### src/rtl/sfpa_pkg.sv
// ----------------------------------------------------------------------------
// sfpa_pkg
// Shared types and constants for the saturating fixed-point ALU.
// ----------------------------------------------------------------------------
package sfpa_pkg;

	localparam int FRAC_BITS_DEF = 8;

	localparam logic signed [31:0] INT_MAX = 32'sh7FFF_FFFF;
	localparam logic signed [31:0] INT_MIN = 32'sh8000_0000;

	typedef enum logic [3:0] {
		FN_ADD = 4'd0,
		FN_SUB = 4'd1,
		FN_MUL = 4'd2,
		FN_DIV = 4'd3,
		FN_INC = 4'd4,
		FN_DEC = 4'd5,
		FN_ITF = 4'd6,
		FN_FTI = 4'd7,
		FN_CLR = 4'd8
	} func_t;

	typedef enum logic [2:0] {
		ST_IDLE,
		ST_EXEC,
		ST_MUL,
		ST_DIV,
		ST_FIN
	} state_t;

	typedef struct packed {
		logic [3:0]         func;
		logic signed [31:0] a;
		logic signed [31:0] b;
	} in_t;

	typedef struct packed {
		logic signed [31:0] result;
		logic               overflow;
		logic               sticky_overflow;
		logic               less;
		logic               equal;
		logic               greater;
	} out_t;

endpackage

### src/rtl/sfpa_div.sv
// ----------------------------------------------------------------------------
// sfpa_div
// Radix-2 restoring divider on unsigned magnitudes, one quotient bit a cycle.
// ----------------------------------------------------------------------------
module sfpa_div #(
	parameter int FRAC_BITS = sfpa_pkg::FRAC_BITS_DEF
) (
	input  logic                    clk,
	input  logic                    arst_n,
	input  logic                    start,
	input  logic [32+FRAC_BITS-1:0] dividend,
	input  logic [31:0]             divisor,
	output logic                    done,
	output logic [32+FRAC_BITS-1:0] quo,
	output logic [31:0]             rem
);

	localparam int QW = 32 + FRAC_BITS;
	localparam int CW = $clog2(QW + 1);

	logic [31:0]   rem_q;
	logic [QW-1:0] quo_q;
	logic [31:0]   dvs_q;
	logic [CW-1:0] cnt_q;
	logic          busy_q;
	logic          done_q;

	logic [32:0] trial;
	logic [33:0] diff;
	logic        fits;

	always_comb begin
		trial = {rem_q, quo_q[QW-1]};
		diff  = {1'b0, trial} - {2'b00, dvs_q};
		fits  = !diff[33];
	end

	always_ff @(posedge clk or negedge arst_n) begin
		if (!arst_n) begin
			busy_q <= 1'b0;
			done_q <= 1'b0;
			cnt_q  <= '0;
		end else if (start) begin
			busy_q <= 1'b1;
			done_q <= 1'b0;
			cnt_q  <= CW'(QW);
		end else if (busy_q) begin
			cnt_q <= cnt_q - CW'(1);
			if (cnt_q == CW'(1)) begin
				busy_q <= 1'b0;
				done_q <= 1'b1;
			end
		end else begin
			done_q <= 1'b0;
		end
	end

	always_ff @(posedge clk) begin
		if (start) begin
			rem_q <= '0;
			quo_q <= dividend;
			dvs_q <= divisor;
		end else if (busy_q) begin
			// shift the next dividend bit in, subtract if the divisor fits
			rem_q <= fits ? diff[31:0] : trial[31:0];
			quo_q <= {quo_q[QW-2:0], fits};
		end
	end

	assign done = done_q;
	assign quo  = quo_q;
	assign rem  = rem_q;

endmodule

### src/rtl/saturating_fixed_point_alu_core.sv
// ----------------------------------------------------------------------------
// saturating_fixed_point_alu_core
// Signed 32-bit saturating fixed-point ALU with an iterative divider.
// ----------------------------------------------------------------------------
// Items arrive on in_valid/in_stall/in_data (opcode and two raw operands) and
// each gives exactly one result on out_valid/out_stall/out_data. A transfer
// happens on a rising edge with valid high and stall low.
// One item is worked on at a time; in_stall stays high from the transfer
// until the result has been written to the output register.
// Add, subtract, increment, decrement, conversions, clear and unused codes:
// the result is computed in the execute state and loaded into the output
// register from the finish state. Multiply: one 32x32 product in the
// execute state, then rounding and saturation in the multiply state.
// Divide: the radix-2 divider producing 32 + FRAC_BITS quotient bits, one
// a cycle, runs in the divide state. Divide by zero skips the divider.
// The output register lets the next item be taken while a result waits; a
// finished result is held internally until out_stall drops.
// Reset clears the sequencer, the output valid and the sticky overflow flag.
// ----------------------------------------------------------------------------
module saturating_fixed_point_alu_core #(
	parameter int FRAC_BITS = sfpa_pkg::FRAC_BITS_DEF
) (
	input  logic            clk,
	input  logic            arst_n,
	input  logic            in_valid,
	output logic            in_stall,
	input  sfpa_pkg::in_t   in_data,
	output logic            out_valid,
	input  logic            out_stall,
	output sfpa_pkg::out_t  out_data
);

	localparam int QW = 32 + FRAC_BITS;

	sfpa_pkg::state_t state_q, state_d;

	logic [3:0]         func_q;
	logic signed [31:0] a_q, b_q;
	logic signed [31:0] res_q;
	logic               ovf_q;
	logic [63:0]        prod_q;
	sfpa_pkg::out_t     out_q;
	logic               out_valid_q;
	logic               sticky_q;

	logic [31:0] ma, mb;
	logic        neg;
	logic        b_zero;

	logic signed [32:0] add_x, add_y, add_s;
	logic               add_ovf;
	logic signed [31:0] add_res;

	logic [FRAC_BITS:0] itf_top;
	logic               itf_ovf;
	logic signed [31:0] itf_res;
	logic [31:0]        fti_mag;
	logic signed [31:0] fti_res;

	logic [63:0] mul_rnd, mul_mag;
	logic        div_up;
	logic [63:0] div_mag;

	logic          div_start;
	logic          div_done;
	logic [QW-1:0] div_quo;
	logic [31:0]   div_rem;

	logic out_free;
	logic out_load;
	logic sticky_d;

	// returns {overflow, value} for a magnitude and a sign
	function automatic logic [32:0] sat_mag(input logic [63:0] m, input logic ng);
		logic        ov;
		logic [31:0] r;
		if (ng) begin
			ov = (|m[63:32]) || (m[31] && (|m[30:0]));
			r  = ov ? sfpa_pkg::INT_MIN : (32'd0 - m[31:0]);
		end else begin
			ov = |m[63:31];
			r  = ov ? sfpa_pkg::INT_MAX : m[31:0];
		end
		return {ov, r};
	endfunction

	// operand magnitudes and shared adder
	always_comb begin
		ma     = a_q[31] ? (32'd0 - a_q) : a_q;
		mb     = b_q[31] ? (32'd0 - b_q) : b_q;
		neg    = a_q[31] ^ b_q[31];
		b_zero = (b_q == 32'sd0);

		add_x = {a_q[31], a_q};
		case (func_q)
			sfpa_pkg::FN_SUB: add_y = -{b_q[31], b_q};
			sfpa_pkg::FN_INC: add_y = 33'sd1;
			sfpa_pkg::FN_DEC: add_y = -33'sd1;
			default:          add_y = {b_q[31], b_q};
		endcase
		add_s   = add_x + add_y;
		add_ovf = add_s[32] ^ add_s[31];
		add_res = add_ovf ? (add_s[32] ? sfpa_pkg::INT_MIN : sfpa_pkg::INT_MAX) : add_s[31:0];

		itf_top = a_q[31 -: FRAC_BITS+1];
		itf_ovf = !((&itf_top) || !(|itf_top));
		itf_res = itf_ovf ? (a_q[31] ? sfpa_pkg::INT_MIN : sfpa_pkg::INT_MAX)
		                  : (a_q <<< FRAC_BITS);

		fti_mag = ma >> FRAC_BITS;
		fti_res = a_q[31] ? (32'd0 - fti_mag) : fti_mag;

		mul_rnd = prod_q + (64'd1 << (FRAC_BITS - 1));
		mul_mag = mul_rnd >> FRAC_BITS;

		// round half away from zero: bump when twice the remainder reaches the divisor
		div_up  = ({div_rem, 1'b0} >= {1'b0, mb});
		div_mag = 64'(div_quo) + 64'(div_up);
	end

	sfpa_div #(
		.FRAC_BITS(FRAC_BITS)
	) u_div (
		.clk      (clk),
		.arst_n   (arst_n),
		.start    (div_start),
		.dividend ({ma, {FRAC_BITS{1'b0}}}),
		.divisor  (mb),
		.done     (div_done),
		.quo      (div_quo),
		.rem      (div_rem)
	);

	// sequencer: next state
	always_comb begin
		state_d = state_q;
		case (state_q)
			sfpa_pkg::ST_IDLE: begin
				if (in_valid) state_d = sfpa_pkg::ST_EXEC;
			end
			sfpa_pkg::ST_EXEC: begin
				if (func_q == sfpa_pkg::FN_MUL) state_d = sfpa_pkg::ST_MUL;
				else if (func_q == sfpa_pkg::FN_DIV && !b_zero) state_d = sfpa_pkg::ST_DIV;
				else state_d = sfpa_pkg::ST_FIN;
			end
			sfpa_pkg::ST_MUL: state_d = sfpa_pkg::ST_FIN;
			sfpa_pkg::ST_DIV: begin
				if (div_done) state_d = sfpa_pkg::ST_FIN;
			end
			sfpa_pkg::ST_FIN: begin
				if (out_free) state_d = sfpa_pkg::ST_IDLE;
			end
			default: state_d = sfpa_pkg::ST_IDLE;
		endcase
	end

	// sequencer: outputs
	always_comb begin
		in_stall  = (state_q != sfpa_pkg::ST_IDLE);
		div_start = (state_q == sfpa_pkg::ST_EXEC) && (func_q == sfpa_pkg::FN_DIV) && !b_zero;
		out_free  = !out_valid_q || !out_stall;
		out_load  = (state_q == sfpa_pkg::ST_FIN) && out_free;
		sticky_d  = (func_q == sfpa_pkg::FN_CLR) ? 1'b0 : (sticky_q | ovf_q);
	end

	always_ff @(posedge clk or negedge arst_n) begin
		if (!arst_n) begin
			state_q <= sfpa_pkg::ST_IDLE;
		end else begin
			state_q <= state_d;
		end
	end

	always_ff @(posedge clk) begin
		case (state_q)
			sfpa_pkg::ST_IDLE: begin
				if (in_valid) begin
					func_q <= in_data.func;
					a_q    <= in_data.a;
					b_q    <= in_data.b;
				end
			end
			sfpa_pkg::ST_EXEC: begin
				case (func_q)
					sfpa_pkg::FN_ADD, sfpa_pkg::FN_SUB,
					sfpa_pkg::FN_INC, sfpa_pkg::FN_DEC: begin
						res_q <= add_res;
						ovf_q <= add_ovf;
					end
					sfpa_pkg::FN_MUL: begin
						prod_q <= {32'd0, ma} * {32'd0, mb};
					end
					sfpa_pkg::FN_DIV: begin
						if (b_zero) begin
							res_q <= (a_q > 32'sd0) ? sfpa_pkg::INT_MAX : sfpa_pkg::INT_MIN;
							ovf_q <= 1'b1;
						end
					end
					sfpa_pkg::FN_ITF: begin
						res_q <= itf_res;
						ovf_q <= itf_ovf;
					end
					sfpa_pkg::FN_FTI: begin
						res_q <= fti_res;
						ovf_q <= 1'b0;
					end
					default: begin
						res_q <= '0;
						ovf_q <= 1'b0;
					end
				endcase
			end
			sfpa_pkg::ST_MUL: begin
				{ovf_q, res_q} <= sat_mag(mul_mag, neg);
			end
			sfpa_pkg::ST_DIV: begin
				if (div_done) {ovf_q, res_q} <= sat_mag(div_mag, neg);
			end
			default: begin
			end
		endcase
	end

	// output register and sticky flag
	always_ff @(posedge clk or negedge arst_n) begin
		if (!arst_n) begin
			out_valid_q <= 1'b0;
			sticky_q    <= 1'b0;
		end else if (out_load) begin
			out_valid_q <= 1'b1;
			sticky_q    <= sticky_d;
		end else if (!out_stall) begin
			out_valid_q <= 1'b0;
		end
	end

	always_ff @(posedge clk) begin
		if (out_load) begin
			out_q.result          <= res_q;
			out_q.overflow        <= ovf_q;
			out_q.sticky_overflow <= sticky_d;
			out_q.less            <= (a_q < b_q);
			out_q.equal           <= (a_q == b_q);
			out_q.greater         <= (a_q > b_q);
		end
	end

	assign out_valid = out_valid_q;
	assign out_data  = out_q;

	a_div_done_in_div: assert property (@(posedge clk) disable iff (!arst_n)
		div_done |-> (state_q == sfpa_pkg::ST_DIV))
		else $error("divider finished outside the divide state");

	a_ovf_sets_sticky: assert property (@(posedge clk) disable iff (!arst_n)
		out_valid_q |-> (!out_q.overflow || out_q.sticky_overflow))
		else $error("overflow reported without sticky flag");

	a_cmp_onehot: assert property (@(posedge clk) disable iff (!arst_n)
		out_valid_q |-> $onehot({out_q.less, out_q.equal, out_q.greater}))
		else $error("comparison flags not one-hot");

	a_fin_holds: assert property (@(posedge clk) disable iff (!arst_n)
		(state_q == sfpa_pkg::ST_FIN && out_valid_q && out_stall)
		|=> (state_q == sfpa_pkg::ST_FIN && out_valid_q))
		else $error("finished result dropped while output stalled");

endmodule

### config.mk
export PLATFORM = sky130hd
export DESIGN_NAME = saturating_fixed_point_alu_core
export DESIGN_NICKNAME = d
export VERILOG_FILES = /design/src/rtl/sfpa_pkg.sv /design/src/rtl/sfpa_div.sv /design/src/rtl/saturating_fixed_point_alu_core.sv
export SDC_FILE = /design/constraint.sdc
export NUM_CORES = 2
export LEC_CHECK = 0
export BUFFER_PORTS_ARGS = -buffer_cell sky130_fd_sc_hd__clkbuf_2
export CORE_ASPECT_RATIO = 0.8
export CORE_MARGIN = 5
export CORE_UTILIZATION = 27
export DETAILED_ROUTE_END_ITERATION = 12
export GPL_TIMING_DRIVEN = 0
export SYNTH_ARGS = -nofsm -noshare
export SYNTH_HDL_FRONTEND = slang
export SYNTH_SLANG_ARGS = --single-unit
### constraint.sdc
create_clock -name clk -period 9.7 [get_ports clk]
set_input_delay 0.485 -clock clk [delete_from_list [all_inputs] [get_ports clk]]
set_output_delay 0.485 -clock clk [all_outputs]
set_load 0.005 [all_outputs]
==> flow_summary.yaml <==
sta:
  rsz0062_at_grt: "yes"
  hold_viol_final: 0
  hold_ws_ps: 43.9
  clock.fmax_mhz: 94.6
  skew_ps: 64.2
  relSlewSlack_pct: -1.70
  slew_violations: 1
  fin_crit_ps: 10570
  min_period_over_period_pct: 109
  setup_viol_count_final: 32
  worst_pin_slew_ps: 1530
  fin_ws_ps: -870
cells_and_area:
  area_delta_synth_final_pct: 21.7
  drive_above_1_share_pct: 15.8
  fin_util_pct: 33.0
  final_area_um2: 68100
  nNetsFinal: 8259
cts:
  clk_path_buf_depth: 3
  cts.sinks: 312
  htree_levels: 2
  cts_tree: "done"
  insertion_delay_ps: 610
  cts-root-buf: "clkbuf_16"
  clkTransAtPathRegs_ps: 70
  cts_made_buffers: 36
critical_path:
  slowest_stage: "fa_1"
  worst_path_most_repeated_cell: "fa_1"
  crit_type: "reg -> reg"
  cp_max_fo: 6
  critPathLaunch: "a_q[7]$_DFFE_PP_"
  required_ps: 10000
  crit_path_end_kind: "register"
  timing.rr.start: "a_q[7]$_DFFE_PP_"
  slowest_delay_ps: 600
  arrival_ps: 10870
  startpoint_type: "register"
synth:
  async_flop_share_pct: 4.17
  ys_types: 96
  synth_top_family_by_area: "adder cells"
  ys_seq_elements: 312
  synth-simple-area-share_pct: 17.1
  synth-compound-area-share_pct: 10.6
  synthAdderAreaFrac_pct: 41.0
  synth_top_area_share_pct: 32.1
  syn_nets: 7815
  synth_area_leaders: "fa_1 32%, edfxtp_1 14%, ha_1 8.9%"
  synth_area_um2: 56000
  synth_mux_area_share_pct: 0.789
  synthCells: 6448
  synth_edf_count: 259
  yosys-top-cells-count: "1069 x inv_1, 897 x fa_1, 789 x nor2_1"
  synth_xor_area_share_pct: 4.99
  ys_warn_count: 0
  synth_top_area_cell: "fa_1"
  yosysMostFrequentCell: "inv_1"
  ys.flop_type: "edfxtp_1"
  synth_seq_area_share_pct: 15.9
  avgSynthCellArea_um2: 8.68
floorplanning:
  dieArea_um2: 217000
  die_h_um: 417
  die_x_um: 519
  io_pins: 111
  fp-row-count: 149
  initial_core_util_pct: 27.1
  fp.coreArea_um2: 206000
detailed_routing:
  drc: 0
  dr.pass1.iters: 9
  finalWirelength_mm: 257
  avgRoutedWirePerCell_um: 26.7
  ant_nets: 0
  route.vias.total: 52100
  drt_iter0_drc: 6293
  via_per_inst: 5.40
place:
  dpl.hpwl_mm: 207
  gp_congestion: 1.05
  placed_cell_area_um2: 60900
  io_buffers: 110
  place_ws_ps: -3770
global_route:
  overflow: 0
  grt_pass1_wl_mm: 363
  first_global_vias: 50600
  grt_use_total_pct: 23.0
  grt_start_max_net_pins: 69
  antenna_found_initial: 24
run_status:
  failed_checks: "slew limit, setup timing"
  outcome: "finished with violations"
worst_hold_path:
  hold_path_startpoint: "in_data[57]"
  min_path_type: "in -> reg"
run:
  max_cap_viol_count: 0
flip-flops by register name, summed over array words and instances, names as in the netlist:
name,flops
a_q,32
b_q,32
func_q,4
out_data,37
out_valid,1
ovf_q,1
prod_q,57
res_q,32
state_q,3
sticky_q,1
u_div.busy_q,1
u_div.cnt_q,6
u_div.done,1
u_div.dvs_q,32
u_div.quo,40
u_div.rem,32
layout by cell type (no fill, tap or decap), drive strengths merged, types with 15 or more instances in the layout:
cell type  netlist  final
o211ai          38     38
nand3          148    148
o21ai          248    248
ha             398    398
buf             35    378
o41ai           15     15
or2             17     17
nand2b          35     35
edfxtp         259    259
nor3            87     87
nor4            41     41
nand2          722    722
nor2b           39     39
a211o           17     17
clkbuf         302    408
fa             897    897
xor2            99     99
a211oi          36     36
mux2i           34     34
a31oi           28     28
dfxtp           40     40
a21o            67     67
inv           1073   1073
nand4           78     78
and4            20     20
and2            28     28
nor2           789    789
or3             43     43
a21oi          219    219
o31ai           32     32
o21a            45     45
and3            46     46
or4             21     21
o22ai           19     19
a221oi          23     23
xnor2          219    219
repair_timing:
item / in CTS / in global routing
cloned: 0 / 1
resized for setup: 617 / 307
pin swaps: 167 / 145
hold endpoints to repair: 13 / 0
buffers inserted: 164 / 116
hold buffers: 1 / 0
setup endpoints to repair: 88 / 76
metrics by stage:
| stage | instances | TNS [ps] |
|---|---|---|
| floorplan | 6448 | 0 |
| global placement | 9276 | -351890 |
| detailed placement | 9315 | -224510 |
| CTS | 9535 | -18010 |
| global route | 9638 | -25780 |
| finish | 9648 | -18310 |
worst paths after layout:
check | slack, ps | cells after the start | to
setup / recovery | -870 | 35 | prod_q[48]$_DFFE_PP_
hold / removal | 40 | 1 | a_q[25]$_DFFE_PP_
setup reg to reg | -870 | 35 | prod_q[48]$_DFFE_PP_
hold reg to reg | 410 | 0 | out_data[8]$_DFFE_PP_
max in group asynchronous | 8860 | 2 | u_div.busy_q$_DFF_PN0_
min in group asynchronous | 410 | 2 | sticky_q$_DFFE_PN0P_
routing by layer:
layer  wire [um]  share of wire (%)  global-route usage (%)  vias to the layer above
met5          67              0.026                       0                        -
met4       10700                4.2                    8.02                       10
met2      103000                 40                    31.9                     3287
li1            -                  -                       -                    21700
met3       37400                 15                    9.04                      557
met1      106000                 41                    32.2                    26500
worst max-delay path: cells and delay by family (launching register included):
kind / cells / cell delay [ps]
XOR/XNOR: 2 / 370
adder cells (fa/ha/maj): 9 / 4410
AO/OA/AOI/OAI: 10 / 2130
AND/OR/NAND/NOR: 5 / 1760
buffers and inverters: 9 / 1010
flip-flops: 1 / 540
logic make-up after synthesis:
family,after synthesis
multiplexers,43
flip-flops,312
XOR/XNOR,318
adder cells (fa/ha/maj),1298
AO/OA/AOI/OAI,911
AND/OR/NAND/NOR,2151
buffers and inverters,1415
layout make-up:
type	count	area, um2
plain buffers	318	2210
clock buffers	46	1000
well taps	2718	3400
multi-input cells	4721	44700
flip-flops and latches	312	8900
inverters	1078	4100
repair buffers	425	3530
clock inverters	20	255
diodes	10	25.0
fillers	21400	138000
Power is not shown: default switching activity piles up to over one toggle a cycle in this logic, so the estimate is an artifact.
